$ cat config.mk
export PLATFORM = sky130hd
export DESIGN_NAME = stepped_clock_generator_core
export DESIGN_NICKNAME = d
export VERILOG_FILES = /design/src/sv/scg_pkg.sv /design/src/sv/scg_divider.sv /design/src/sv/scg_datapath.sv /design/src/sv/scg_ctrl.sv /design/src/sv/stepped_clock_generator_core.sv
export SDC_FILE = /design/constraint.sdc
export NUM_CORES = 1
export LEC_CHECK = 0
export ABC_AREA = 1
export BUFFER_PORTS_ARGS = -buffer_cell sky130_fd_sc_hd__buf_2
export CAP_MARGIN = 20
export CORE_MARGIN = 2
export CORE_UTILIZATION = 60
export CTS_CLUSTER_DIAMETER = 100
export DETAILED_ROUTE_END_ITERATION = 10
export PLACE_DENSITY = 0.8
export SETUP_SLACK_MARGIN = 0.1
export SYNTH_ARGS = -nofsm -noshare
export SYNTH_HDL_FRONTEND = slang
export SYNTH_HIERARCHICAL = 1
export SYNTH_SLANG_ARGS = --single-unit
$ cat constraint.sdc
create_clock -name clk -period 10.6 [get_ports clk]
set_input_delay 0.53 -clock clk [delete_from_list [all_inputs] [get_ports clk]]
set_output_delay 0.53 -clock clk [all_outputs]
set_load 0.005 [all_outputs]
$ cat src/sv/scg_pkg.sv
// Shared types, codes and constants of the stepped clock generator.
package scg_pkg;

	// Field widths
	localparam int ACT_W    = 4;
	localparam int DELTA_W  = 32;
	localparam int FREQ_W   = 27;
	localparam int STAT_W   = 3;
	localparam int ACC_W    = 33;
	localparam int HALF_W   = 33;
	localparam int SUM_W    = 34;
	localparam int EDGES_W  = 2;
	localparam int IN_W     = 64;
	localparam int OUT_W    = 40;

	// Divider geometry: 34-bit dividend, 33-bit divisor, one quotient bit a cycle
	localparam int DVD_W     = 34;
	localparam int DVS_W     = 33;
	localparam int DIV_STEPS = DVD_W;
	localparam int DIV_CNT_W = 6;

	// Frequency limits and band thresholds, in tenths of Hz
	localparam logic [FREQ_W-1:0] MAX_HZ_TENTHS = FREQ_W'(100000000);
	localparam logic [FREQ_W-1:0] MIN_HZ_TENTHS = FREQ_W'(1);
	localparam logic [FREQ_W-1:0] BAND_0 = FREQ_W'(10);
	localparam logic [FREQ_W-1:0] BAND_1 = FREQ_W'(200);
	localparam logic [FREQ_W-1:0] BAND_2 = FREQ_W'(2000);
	localparam logic [FREQ_W-1:0] BAND_3 = FREQ_W'(20000);
	localparam logic [FREQ_W-1:0] STEP_0 = FREQ_W'(1);
	localparam logic [FREQ_W-1:0] STEP_1 = FREQ_W'(10);
	localparam logic [FREQ_W-1:0] STEP_2 = FREQ_W'(100);
	localparam logic [FREQ_W-1:0] STEP_3 = FREQ_W'(1000);
	localparam logic [FREQ_W-1:0] STEP_4 = FREQ_W'(10000);

	// Half-period numerator: 5e9 ns times tenths of Hz
	localparam logic [DVD_W-1:0] NS_HALF_TENTHS = DVD_W'(64'd5000000000);

	// Edges given by one single step
	localparam logic [EDGES_W-1:0] STEP_EDGES = EDGES_W'(2);

	// Request kinds
	typedef enum logic [ACT_W-1:0] {
		ACT_TIME  = 4'd0,
		ACT_START = 4'd1,
		ACT_STOP  = 4'd2,
		ACT_HALT  = 4'd3,
		ACT_STEP  = 4'd4,
		ACT_RESET = 4'd5,
		ACT_SET   = 4'd6,
		ACT_INC   = 4'd7,
		ACT_DEC   = 4'd8
	} action_t;

	// Result status codes
	typedef enum logic [STAT_W-1:0] {
		ST_OK       = 3'd0,
		ST_HALTED   = 3'd1,
		ST_RUNNING  = 3'd2,
		ST_UNSET    = 3'd3,
		ST_TOO_LOW  = 3'd4,
		ST_NO_DEC   = 3'd5
	} status_t;

	// Controller to datapath commands
	typedef struct packed {
		logic capture;
		logic eval;
		logic div_commit;
		logic load_out;
	} cmd_t;

	// Datapath to controller status
	typedef struct packed {
		logic need_div;
		logic div_done;
		logic out_free;
	} sts_t;

endpackage

$ cat src/sv/scg_divider.sv
// Radix-2 restoring divider, one quotient bit per cycle.
module scg_divider (
	input  logic                       clk,
	input  logic                       arst_n,
	input  logic                       start,
	input  logic [scg_pkg::DVD_W-1:0]  dividend,
	input  logic [scg_pkg::DVS_W-1:0]  divisor,
	output logic                       done,
	output logic [scg_pkg::DVD_W-1:0]  quotient,
	output logic [scg_pkg::DVS_W-1:0]  remainder
);
	import scg_pkg::*;

	logic                 busy_q;
	logic                 done_q;
	logic [DIV_CNT_W-1:0] cnt_q;
	logic [DVD_W-1:0]     dvd_q;
	logic [DVS_W-1:0]     dvs_q;
	logic [DVS_W-1:0]     rem_q;

	logic [DVS_W:0]       trial;
	logic [DVS_W:0]       diff;
	logic                 ge;
	logic                 last;

	// Trial subtraction for the next quotient bit
	assign trial = {rem_q, dvd_q[DVD_W-1]};
	assign diff  = trial - {1'b0, dvs_q};
	assign ge    = (trial >= {1'b0, dvs_q});
	assign last  = (cnt_q == DIV_CNT_W'(DIV_STEPS - 1));

	// Control: busy until the last of DIV_STEPS quotient steps, done pulse after the last one
	always_ff @(posedge clk or negedge arst_n) begin
		if (!arst_n) begin
			busy_q <= 1'b0;
			done_q <= 1'b0;
			cnt_q  <= '0;
		end else begin
			done_q <= busy_q && last;
			if (start) begin
				busy_q <= 1'b1;
				cnt_q  <= '0;
			end else if (busy_q) begin
				cnt_q <= cnt_q + DIV_CNT_W'(1);
				if (last) begin
					busy_q <= 1'b0;
				end
			end
		end
	end

	// Datapath: dividend shifts out, quotient bits shift in
	always_ff @(posedge clk) begin
		if (start) begin
			dvd_q <= dividend;
			dvs_q <= divisor;
			rem_q <= '0;
		end else if (busy_q) begin
			dvd_q <= {dvd_q[DVD_W-2:0], ge};
			rem_q <= ge ? diff[DVS_W-1:0] : trial[DVS_W-1:0];
		end
	end

	assign done      = done_q;
	assign quotient  = dvd_q;
	assign remainder = rem_q;

endmodule

$ cat src/sv/scg_datapath.sv
// Datapath: clock state, request evaluation, divider and output register.
module scg_datapath (
	input  logic                       clk,
	input  logic                       arst_n,
	input  scg_pkg::cmd_t              cmd,
	output scg_pkg::sts_t              sts,
	input  logic [scg_pkg::ACT_W-1:0]  in_action,
	input  logic [scg_pkg::IN_W-1:0]   in_data,
	output logic                       out_valid,
	input  logic                       out_ready,
	output logic [scg_pkg::OUT_W-1:0]  out_data
);
	import scg_pkg::*;

	// Captured request
	logic [ACT_W-1:0]   action_q;
	logic [DELTA_W-1:0] delta_q;
	logic [FREQ_W-1:0]  req_q;

	// Clock state
	logic [ACC_W-1:0]   accum_q;
	logic [HALF_W-1:0]  half_q;
	logic [FREQ_W-1:0]  freq_q;
	logic               run_q;
	logic               halt_q;
	logic               rising_q;
	logic               stepping_q;
	logic [EDGES_W-1:0] edges_q;
	logic               div_freq_q;

	// Result fields held until the output register loads
	logic               res_edge_q;
	logic               res_rising_q;
	status_t            res_status_q;
	logic               res_changed_q;

	// Output register
	logic               out_valid_q;
	logic [OUT_W-1:0]   out_data_q;

	// Evaluation results
	logic [ACC_W-1:0]   nxt_accum;
	logic               nxt_run;
	logic               nxt_halt;
	logic               nxt_rising;
	logic               nxt_stepping;
	logic [EDGES_W-1:0] nxt_edges;
	logic [FREQ_W-1:0]  nxt_freq;
	logic               ev_edge;
	logic               ev_rising;
	status_t            ev_status;
	logic               ev_changed;
	logic               ev_div_freq;
	logic               need_div;
	logic [DVD_W-1:0]   div_dvd;
	logic [DVS_W-1:0]   div_dvs;

	logic [SUM_W-1:0]   sum;
	logic [EDGES_W-1:0] edges_dec;
	logic [FREQ_W-1:0]  f_inc;
	logic [FREQ_W-1:0]  f_dec;
	logic [FREQ_W-1:0]  f_raw;
	logic [FREQ_W-1:0]  f_clamp;
	logic               half_set;

	logic               div_done;
	logic [DVD_W-1:0]   div_quo;
	logic [DVS_W-1:0]   div_rem;

	// Accumulated time and step edge count
	assign sum       = {1'b0, accum_q} + SUM_W'(delta_q);
	assign edges_dec = (edges_q != '0) ? edges_q - EDGES_W'(1) : edges_q;
	assign half_set  = (half_q != '0);

	// Band step up and down
	always_comb begin
		if (freq_q < BAND_0) begin
			f_inc = freq_q + STEP_0;
		end else if (freq_q < BAND_1) begin
			f_inc = freq_q + STEP_1;
		end else if (freq_q < BAND_2) begin
			f_inc = freq_q + STEP_2;
		end else if (freq_q < BAND_3) begin
			f_inc = freq_q + STEP_3;
		end else begin
			f_inc = freq_q + STEP_4;
		end
	end

	always_comb begin
		if (freq_q <= BAND_0) begin
			f_dec = freq_q - STEP_0;
		end else if (freq_q <= BAND_1) begin
			f_dec = freq_q - STEP_1;
		end else if (freq_q <= BAND_2) begin
			f_dec = freq_q - STEP_2;
		end else if (freq_q <= BAND_3) begin
			f_dec = freq_q - STEP_3;
		end else begin
			f_dec = freq_q - STEP_4;
		end
	end

	// Source of a new frequency, then clamp to floor and ceiling
	always_comb begin
		case (action_q)
			ACT_SET: f_raw = req_q;
			ACT_INC: f_raw = f_inc;
			default: f_raw = f_dec;
		endcase
		if (f_raw > MAX_HZ_TENTHS) begin
			f_clamp = MAX_HZ_TENTHS;
		end else if (f_raw == '0) begin
			f_clamp = MIN_HZ_TENTHS;
		end else begin
			f_clamp = f_raw;
		end
	end

	// Request evaluation
	always_comb begin
		nxt_accum    = accum_q;
		nxt_run      = run_q;
		nxt_halt     = halt_q;
		nxt_rising   = rising_q;
		nxt_stepping = stepping_q;
		nxt_edges    = edges_q;
		nxt_freq     = freq_q;
		ev_edge      = 1'b0;
		ev_rising    = 1'b0;
		ev_status    = ST_OK;
		ev_changed   = 1'b0;
		ev_div_freq  = 1'b0;
		need_div     = 1'b0;
		div_dvd      = NS_HALF_TENTHS;
		div_dvs      = DVS_W'(f_clamp);
		case (action_q)
			ACT_TIME: begin
				if (run_q && half_set) begin
					if (sum >= SUM_W'(half_q)) begin
						// edge due: remainder comes from the divider
						need_div   = 1'b1;
						div_dvd    = sum;
						div_dvs    = half_q;
						ev_edge    = 1'b1;
						ev_rising  = rising_q;
						nxt_rising = !rising_q;
						if (stepping_q) begin
							nxt_edges = edges_dec;
							if (edges_dec == '0) begin
								nxt_run      = 1'b0;
								nxt_stepping = 1'b0;
							end
						end
					end else begin
						nxt_accum = sum[ACC_W-1:0];
					end
				end
			end
			ACT_START: begin
				if (halt_q) begin
					ev_status = ST_HALTED;
				end else if (!half_set) begin
					ev_status = ST_UNSET;
				end else begin
					nxt_accum    = '0;
					nxt_run      = 1'b1;
					nxt_rising   = 1'b1;
					nxt_stepping = 1'b0;
					nxt_edges    = '0;
				end
			end
			ACT_STOP: begin
				nxt_run      = 1'b0;
				nxt_stepping = 1'b0;
				nxt_edges    = '0;
			end
			ACT_HALT: begin
				nxt_halt     = 1'b1;
				nxt_run      = 1'b0;
				nxt_stepping = 1'b0;
				nxt_edges    = '0;
			end
			ACT_STEP: begin
				if (halt_q) begin
					ev_status = ST_HALTED;
				end else if (run_q) begin
					ev_status = ST_RUNNING;
				end else if (!half_set) begin
					ev_status = ST_UNSET;
				end else begin
					nxt_accum    = '0;
					nxt_run      = 1'b1;
					nxt_rising   = 1'b1;
					nxt_stepping = 1'b1;
					nxt_edges    = STEP_EDGES;
				end
			end
			ACT_RESET: begin
				nxt_halt = 1'b0;
			end
			ACT_SET: begin
				if (req_q == '0) begin
					ev_status = ST_TOO_LOW;
				end else begin
					nxt_freq    = f_clamp;
					ev_changed  = 1'b1;
					ev_div_freq = 1'b1;
					need_div    = 1'b1;
				end
			end
			ACT_INC: begin
				nxt_freq    = f_clamp;
				ev_changed  = 1'b1;
				ev_div_freq = 1'b1;
				need_div    = 1'b1;
			end
			ACT_DEC: begin
				if (freq_q <= MIN_HZ_TENTHS) begin
					ev_status = ST_NO_DEC;
				end else begin
					nxt_freq    = f_clamp;
					ev_changed  = 1'b1;
					ev_div_freq = 1'b1;
					need_div    = 1'b1;
				end
			end
			default: begin
			end
		endcase
	end

	// Shared divider: half period or accumulator remainder
	scg_divider u_div (
		.clk       (clk),
		.arst_n    (arst_n),
		.start     (cmd.eval && need_div),
		.dividend  (div_dvd),
		.divisor   (div_dvs),
		.done      (div_done),
		.quotient  (div_quo),
		.remainder (div_rem)
	);

	// Request capture
	always_ff @(posedge clk) begin
		if (cmd.capture) begin
			action_q <= in_action;
			delta_q  <= in_data[DELTA_W-1:0];
			req_q    <= in_data[DELTA_W+FREQ_W-1:DELTA_W];
		end
	end

	// Clock state
	always_ff @(posedge clk or negedge arst_n) begin
		if (!arst_n) begin
			accum_q    <= '0;
			half_q     <= '0;
			freq_q     <= '0;
			run_q      <= 1'b0;
			halt_q     <= 1'b0;
			rising_q   <= 1'b0;
			stepping_q <= 1'b0;
			edges_q    <= '0;
			div_freq_q <= 1'b0;
		end else if (cmd.eval) begin
			accum_q    <= nxt_accum;
			freq_q     <= nxt_freq;
			run_q      <= nxt_run;
			halt_q     <= nxt_halt;
			rising_q   <= nxt_rising;
			stepping_q <= nxt_stepping;
			edges_q    <= nxt_edges;
			div_freq_q <= ev_div_freq;
		end else if (cmd.div_commit) begin
			if (div_freq_q) begin
				half_q <= div_quo[HALF_W-1:0];
			end else begin
				accum_q <= div_rem;
			end
		end
	end

	// Result fields
	always_ff @(posedge clk) begin
		if (cmd.eval) begin
			res_edge_q    <= ev_edge;
			res_rising_q  <= ev_rising;
			res_status_q  <= ev_status;
			res_changed_q <= ev_changed;
		end
	end

	// Output register
	always_ff @(posedge clk or negedge arst_n) begin
		if (!arst_n) begin
			out_valid_q <= 1'b0;
		end else if (cmd.load_out) begin
			out_valid_q <= 1'b1;
		end else if (out_ready) begin
			out_valid_q <= 1'b0;
		end
	end

	always_ff @(posedge clk) begin
		if (cmd.load_out) begin
			out_data_q <= {{(OUT_W - FREQ_W - STAT_W - 4){1'b0}}, freq_q, res_changed_q,
				run_q, res_status_q, res_rising_q, res_edge_q};
		end
	end

	assign out_valid    = out_valid_q;
	assign out_data     = out_data_q;
	assign sts.need_div = need_div;
	assign sts.div_done = div_done;
	assign sts.out_free = !out_valid_q || out_ready;

endmodule

$ cat src/sv/scg_ctrl.sv
// Controller: sequences capture, evaluation, division and result load.
module scg_ctrl (
	input  logic          clk,
	input  logic          arst_n,
	input  logic          in_valid,
	output logic          in_ready,
	input  scg_pkg::sts_t sts,
	output scg_pkg::cmd_t cmd
);
	import scg_pkg::*;

	typedef enum logic [3:0] {
		S_IDLE = 4'b0001,
		S_EVAL = 4'b0010,
		S_DIV  = 4'b0100,
		S_DONE = 4'b1000
	} state_t;

	state_t state_q;
	state_t state_d;

	// Next state and commands
	always_comb begin
		state_d        = state_q;
		cmd            = '0;
		in_ready       = 1'b0;
		case (state_q)
			S_IDLE: begin
				in_ready = 1'b1;
				if (in_valid) begin
					cmd.capture = 1'b1;
					state_d     = S_EVAL;
				end
			end
			S_EVAL: begin
				cmd.eval = 1'b1;
				state_d  = sts.need_div ? S_DIV : S_DONE;
			end
			S_DIV: begin
				if (sts.div_done) begin
					cmd.div_commit = 1'b1;
					state_d        = S_DONE;
				end
			end
			S_DONE: begin
				if (sts.out_free) begin
					cmd.load_out = 1'b1;
					state_d      = S_IDLE;
				end
			end
			default: begin
				state_d = S_IDLE;
			end
		endcase
	end

	always_ff @(posedge clk or negedge arst_n) begin
		if (!arst_n) begin
			state_q <= S_IDLE;
		end else begin
			state_q <= state_d;
		end
	end

endmodule

$ cat src/sv/stepped_clock_generator_core.sv
// A request passes capture, evaluation, a division when one runs, and the result load.
// Frequency changes and time requests that produce an edge run the 34-step radix-2
// divider; the result load waits until the output register is free.
// One request is worked on at a time; the output register frees the input side.
// Reset (arst_n low, asynchronous): clock stopped, not halted, frequency and
// half period zero (unset), accumulator zero, no result pending.
module stepped_clock_generator_core (
	input  logic        clk,
	input  logic        arst_n,
	input  logic        s_tvalid,
	output logic        s_tready,
	// [31:0] delta_ns, [58:32] new_hz_tenths, [63:59] zero
	input  logic [63:0] s_tdata,
	// [3:0] action
	input  logic [3:0]  s_tuser,
	output logic        m_tvalid,
	input  logic        m_tready,
	// [0] edge_valid, [1] edge_rising, [4:2] status, [5] is_running,
	// [6] freq_changed, [33:7] current_hz_tenths, [39:34] zero
	output logic [39:0] m_tdata
);
	import scg_pkg::*;

	cmd_t cmd;
	sts_t sts;

	scg_ctrl u_ctrl (
		.clk      (clk),
		.arst_n   (arst_n),
		.in_valid (s_tvalid),
		.in_ready (s_tready),
		.sts      (sts),
		.cmd      (cmd)
	);

	scg_datapath u_dp (
		.clk       (clk),
		.arst_n    (arst_n),
		.cmd       (cmd),
		.sts       (sts),
		.in_action (s_tuser),
		.in_data   (s_tdata),
		.out_valid (m_tvalid),
		.out_ready (m_tready),
		.out_data  (m_tdata)
	);

`ifndef SYNTHESIS
	// One request at a time: no request taken straight after another
	a_one_at_a_time: assert property (@(posedge clk) disable iff (!arst_n)
		s_tvalid && s_tready |=> !s_tready)
		else $error("request accepted while previous one in progress");

	// Divider finishes only while a request is in progress (input not ready)
	a_div_done_busy: assert property (@(posedge clk) disable iff (!arst_n)
		sts.div_done |-> !s_tready)
		else $error("divider completion outside a division");

	// A rising edge is always a produced edge
	a_rising_edge: assert property (@(posedge clk) disable iff (!arst_n)
		m_tvalid |-> !(m_tdata[1] && !m_tdata[0]))
		else $error("rising flag without an edge");

	// Reported frequency stays within the ceiling
	a_freq_ceiling: assert property (@(posedge clk) disable iff (!arst_n)
		m_tvalid |-> (m_tdata[33:7] <= MAX_HZ_TENTHS))
		else $error("frequency above ceiling");
`endif

endmodule
# After elaboration in Yosys (flattened, before gate mapping)
# Index checks and enable logic that the tools add are counted.
[op_classes] bitwise_logic=1 add_sub_neg=14 magnitude_cmp=12 reduce_logical=30 n_eq_ne=34 mux=103
[op_table] operator="$mux W27" count=15
[op_table] operator="$mux W33" count=10
[op_table] operator="$mux W34" count=5
[op_table] operator="$pmux W33 S3" count=1
[op_table] operator="$pmux W27 S3" count=1
[op_table] operator="$ge A34 B33 Y1" count=2
[op_table] operator="$logic_not A27 Y1" count=2
[op_table] operator="$pmux W27 S2" count=1
[op_table] operator="$mux W1" count=40
[op_table] operator="$add A33 B32 Y34" count=1
[op_table] operator="$reduce_bool A33 Y1" count=1
[op_table] operator="$sub A33 B33 Y33" count=1
[op_table] operator="$add A27 B1 Y27 const B" count=1
[op_table] operator="$add A27 B10 Y27 const B" count=1
[op_table] operator="$add A27 B14 Y27 const B" count=1
[op_table] operator="$add A27 B4 Y27 const B" count=1
[op_table] operator="$add A27 B7 Y27 const B" count=1
[op_table] operator="$gt A27 B27 Y1 const B" count=1
[op_table] operator="$le A27 B1 Y1 const B" count=1
[op_table] operator="$le A27 B11 Y1 const B" count=1
[op_table] operator="$le A27 B15 Y1 const B" count=1
[op_table] operator="$le A27 B4 Y1 const B" count=1
[op_table] operator="$le A27 B8 Y1 const B" count=1
[op_table] operator="$lt A27 B11 Y1 const B" count=1
[op_table] operator="other kinds (46)" count=102
[word_totals] ff_bits=316 wordCells=220 inputBits=72

# Logic depth before layout (Yosys ltp)
[depth] word_depth=12 depth_mapped=42 depth_no_buf=39

# Cells and area by module
# The synthesis kept the hierarchy.
[modules_own_cells] mod="scg_datapath" area_per_inst_um2=15713.8 instances=1 cells_each=2195
[modules_own_cells] mod="scg_divider" area_per_inst_um2=7244.4 instances=1 cells_each=1034
[modules_own_cells] mod="scg_ctrl" area_per_inst_um2=265.3 instances=1 cells_each=41

# Least setup slack after synthesis
# No wires, ideal clock.
[synth_path] path_kind="reg2reg" start="reg u_dp.accum_q[0]" end="reg u_dp.u_div.dvd_q[0], in the netlist u_dp/u_div/quotient[0] (enable)" path_stages_with_launch=35 path_buffers=3 setup_ns=0.412 path_slack_ns=2.881 required_time_ns=10.188 arrival_ns=7.307 period_less_slack_ns=7.719 cell_sequence="dfrtp_1 > ha_1 > inv_1 > fa_1 > nand3b_1 > nand2_1 > nand2_1 > nand2_1 > a21oi_1 > o21bai_1 > nand2_1 > nand2_1 > nand2_1 > nand2_1 > nand2_1 > nand2_1 > a21oi_1 > or2_2 > nand2_1 > inv_1 > ha_1 > nand4_1 > nor3_1 > nand2_1 > nor3_1 > a211o_1 > o21ai_0 > nand3b_1 > nand3_1 > clkbuf_1 > a21oi_1 > clkbuf_1 > nor2_1 > inv_1 > clkbuf_1"
[synth_via] elab_chain_cells=7
[synth_rtl] element="start, declared" line_no="scg_datapath.sv:21" text="logic [ACC_W-1:0] accum_q;"
[synth_rtl] element="start signal, assigned" line_no="scg_datapath.sv:267" text="accum_q <= nxt_accum;"
[synth_rtl] element="start signal, assigned" line_no="scg_datapath.sv:279" text="accum_q <= div_rem;"
[synth_rtl] element="$add A33 B32 Y34" line_no="scg_datapath.sv:71" text="assign sum = {1'b0, accum_q} + SUM_W'(delta_q);"
[synth_rtl] element="$ge A34 B33 Y1" line_no="scg_datapath.sv:140" text="if (sum >= SUM_W'(half_q)) begin"
[synth_rtl] element="$mux W1" line_no="scg_datapath.sv:140"
[synth_rtl] element="$mux W1" line_no="scg_datapath.sv:139" text="if (run_q && half_set) begin"
[synth_rtl] element="$pmux W1 S4" line_no="scg_datapath.sv:137" text="case (action_q)"
[synth_rtl] element="$logic_and A1 B1 Y1" line_no="scg_datapath.sv:237" text=".start (cmd.eval && need_div),"
[synth_rtl] element="$reduce_bool A2 Y1 (no line)"
[synth_rtl] element="end signal, assigned" line_no="scg_divider.sv:55" text="dvd_q <= dividend;"
[synth_rtl] element="end signal, assigned" line_no="scg_divider.sv:59" text="dvd_q <= {dvd_q[DVD_W-2:0], ge};"
[synth_rtl] element="end, declared" line_no="scg_divider.sv:17" text="logic [DVD_W-1:0] dvd_q;"
# No other way between the ends.
# A chain may end at the register's enable or synchronous reset.

# Worst setup path after layout
[layout_path] start="reg u_dp.accum_q[0]" end="reg u_dp.u_div.dvd_q[0], in the netlist u_dp/u_div/quotient[0] (data pin)"
[layout_via] elab_chain_cells=7
[layout_rtl] element="$add A33 B32 Y34 *" line_no="scg_datapath.sv:71"
[layout_rtl] element="$ge A34 B33 Y1" line_no="scg_datapath.sv:140"
[layout_rtl] element="$mux W1" line_no="scg_datapath.sv:140"
[layout_rtl] element="$mux W1" line_no="scg_datapath.sv:139"
[layout_rtl] element="$pmux W1 S4" line_no="scg_datapath.sv:137"
[layout_rtl] element="$logic_and A1 B1 Y1" line_no="scg_datapath.sv:237"
[layout_rtl] element="$mux W34 *" line_no="scg_divider.sv:54" text="if (start) begin"
# Mark *: on every way between the ends. The rest lies on a longest branch, timed or not.

==> impl_results.md <==
* Outcome: completed
* CP max FO at 50
* Synth warnings at 6
* Initial antenna violation count at 1
* CP max stage delay at 0.67 ns
* Clock root buffer: clkbuf_16
* Final nets at 3,518
* Slowest CP cell: a21oi_4
* Starting Density at 60.4%
* Pwr/cell area at 322 nW/um^2
* Critical Path Source Type: flip-flop
* Die Area at 40,300 um^2
* Final non-filler cell total at 3,870
* Placement Rows at 72
* Global-route wire length before repair at 116,000 um
* Vias in the first global route at 20,900
* CP Data Arrival Time at 7.16 ns
* CTS HTree Levels at 2
* Least-Margin Pin Slew at 1.07 ns
* Placer Congestion at 1.01
* Peak VDD IR at 0.182 mV
* Worst hold path type: input port to asynchronous set/reset pin
* I/O Buffers at 102
* Rel. slew slack at 28.3%
* Post CTS Setup Buffer Count at 0
* Max clock buf depth at 3
* DR iter-0 viols at 2,654
* Synth cell types at 65
* Netlist Area Pre-Place at 23,200 um^2
* Share of cells above drive strength 1 at 10.0%
* Post-synth EDFFs at 170
* Seq/Total Area, Yosys at 37.0%
* Clock latency on the worst-skew pair at 0.57 ns
* Placed inst area at 23,900 um^2
* Dpl hpwl at 56,100 um
* Mapped Cells at 3,270
* Die width at 201 um
* Max-cap check violation count at 0
* Kind of critical path: flip-flop to flip-flop
* PnR Total Power at 8.08 mW
* Core ar. at 38,500 um^2
* CP most frequent cell: nand2_1
* Final global-route overflow total at 0
* Final period utilization at 65.0%
* Placed Cells at 3,802
* Vias per cell at 5.74
* Routed wire per std cell at 19.1 um
* Final Critical Period at 6.89 ns
* Yosys top cell area share at 22.0%
* RSZ-0062 raised after global routing: false
* Leakage at 12.6 nW
* Final setup TNS at 0 ns
* Avg Cell Area, Syn at 7.10 um^2
* Post-CTS Hold Fix Bufs at 0
* Synth area leaders: edfxtp_1 (22%), nand2_1 (17%), dfrtp_1 (12%)
* Post-synth ARST share at 35.8%
* Drt drc at 0
* DR pass1 iterations at 6
* Largest net degree at the start of global routing at 66
* GR Util All Layers at 36.7%
* Final setup vio count at 0
* Reg clk slew, reported paths at 0.06 ns
* CP required at 10.87 ns
* CTS tree: yes
* #FFs+latches synth at 316
* DIE HEIGHT at 201 um
* Finished layout cell area at 25,100 um^2
* DRT antenna net count at 0
* Layout Skew at 0.0255 ns
* Final Hold Fails at 0
* Post-cts sizing count at 0
* CTS Buf Count at 36
* Max Clock Freq at 145 MHz
* Ports at 114
* P&R area growth vs syn at 8.06%
* Area leader, netlist: edfxtp_1
* CTS Sinks at 316
* Drt total wl at 74,000 um
* Worst setup EP type: flip-flop
* Via Count at 22,200
* Top_reg_cell synth: edfxtp_1
* Pins Over Slew Limit at 0
## critical path, delay by kind of cell (launching register included)
| kind | cells | cell delay, ns |
|---|---|---|
| XOR/XNOR | 1 | 0.22 |
| AO/OA/AOI/OAI | 7 | 1.35 |
| adder cells (fa/ha/maj) | 3 | 0.85 |
| buffers and inverters | 7 | 1.35 |
| AND/OR/NAND/NOR | 21 | 2.43 |
| flip-flops | 1 | 0.35 |
## per-layer routing
layer	track usage, %	up-vias	part of all wire (%)	routed length [um]
met5	0	-	0	0
met4	11.4	0	2.9	2160
met3	8.31	136	11	8330
met2	55.1	1139	42	31200
met1	53.0	10300	44	32200
li1	-	10600	-	-
## cell usage after synthesis, types with 3 or more instances
library cell  instances
xor2_1               48
o21ai_1              26
o21ai_0             115
nand2_2              25
buf_1                 9
nand4_1              37
nor2_2               22
nor2_8                4
nand2_1            1082
buf_2                18
nand3b_1             22
nor2_1              253
xnor2_1              22
a31oi_1               6
dfrtp_1             112
a21oi_1             182
inv_2                34
inv_1               400
buf_4                20
nor3_1               34
nor4_1               16
a22oi_1               7
ha_1                120
nand3_2               8
edfxtp_1            170
nor2_4               12
dfxtp_1              33
o21a_1               10
buf_6                19
a21oi_2               3
or2_2                13
clkbuf_1             44
o31ai_1               3
nand3_1             266
o21bai_1             11
nand2_4              14
o211ai_1              7
and2_1                7
## worst paths after layout
check                                 from                     end  slack, ns  cells past startpoint
setup / recovery           u_dp/accum_q[0]  u_dp/u_div/quotient[0]       3.71                     39
hold / removal                      arst_n       u_ctrl/state_q[1]        0.1                      1
setup reg to reg           u_dp/accum_q[0]  u_dp/u_div/quotient[0]       3.71                     39
hold reg to reg            u_dp/res_edge_q        u_dp/out_data[0]       0.42                      0
max in group asynchronous           arst_n         u_dp/half_q[14]       9.19                      2
min in group clk               s_tdata[40]           u_dp/req_q[8]       0.13                      1
## per-stage QoR
step | hold WS, ns | worst slack [ns] | utilization (%)
2_1_floorplan | 0.234 | 2.88 | -
3_3_place_gp | 0.407 | 3.95 | 62.2
3_5_place_dp | 0.414 | 3.81 | 62.2
4_1_cts | 0.106 | 3.80 | 65.1
5_1_grt | 0.114 | 3.18 | 65.2
6_report | 0.0998 | 3.71 | 65.2
## cell type report
class	count	area (um^2)
multi-input combinational	2411	12400
clock inverter	23	194
fill	3399	13400
inverter	437	1650
sequential	316	8590
tap	518	648
antenna	1	2.50
clock buffer	42	955
timing repair buffer	122	683
## cell families after synthesis
kind of cell               Yosys count  share of synthesized area [%]
adders and majority gates          122                           6.64
AOI/OAI and AO/OA                  386                           9.07
and+or+nand+nor                   1824                           34.5
other                                1                         0.0161
xor gates and xnor gates            70                           2.64
muxes                                3                          0.135
DFF                                316                           37.0
buffers and inverters              548                           9.98
## cell usage in the layout, fill, tap and decap left out, types with 7 or more instances in the layout
cell / netlist / routed
inv_2: 34 / 34
nand3_2: 8 / 10
nor2_1: 253 / 250
nor2_2: 22 / 23
or2_2: 13 / 13
xnor2_1: 22 / 22
nand2_4: 14 / 14
nand3b_1: 22 / 22
buf_2: 18 / 101
o21ai_0: 115 / 115
o211ai_1: 7 / 7
nand3_1: 266 / 264
o21ai_1: 26 / 26
buf_4: 20 / 19
and2_1: 7 / 7
inv_1: 400 / 400
o21a_1: 10 / 10
nor4_1: 16 / 16
nor3_1: 34 / 34
nand2_2: 25 / 25
xor2_1: 48 / 48
o21bai_1: 11 / 11
clkbuf_16: 0 / 37
dfrtp_1: 112 / 112
ha_1: 120 / 120
nand4_1: 37 / 37
dfxtp_1: 33 / 33
nor2_4: 12 / 14
a21oi_1: 182 / 181
nand2_1: 1082 / 1082
clkinv_2: 2 / 10
edfxtp_1: 170 / 170
## state kept, by name (all words and copies together), names as in the netlist, 6 cells and up
signal / cells
u_dp/u_div/dvs_q: 33
u_dp/out_data: 34
u_dp/u_div/cnt_q: 6
u_dp/u_div/quotient: 34
u_dp/req_q: 27
u_dp/delta_q: 32
u_dp/accum_q: 33
u_dp/u_div/remainder: 33
u_dp/freq_q: 27
u_dp/half_q: 33
## power breakdown
| group | total [mW] | internal [mW] | switching, mW |
|---|---|---|---|
| clock network | 1.24 | 0.702 | 0.536 |
| logic | 4.67 | 1.48 | 3.18 |
| registers | 2.17 | 1.75 | 0.416 |
No activity file was read; power rests on OpenSTA's default activity.
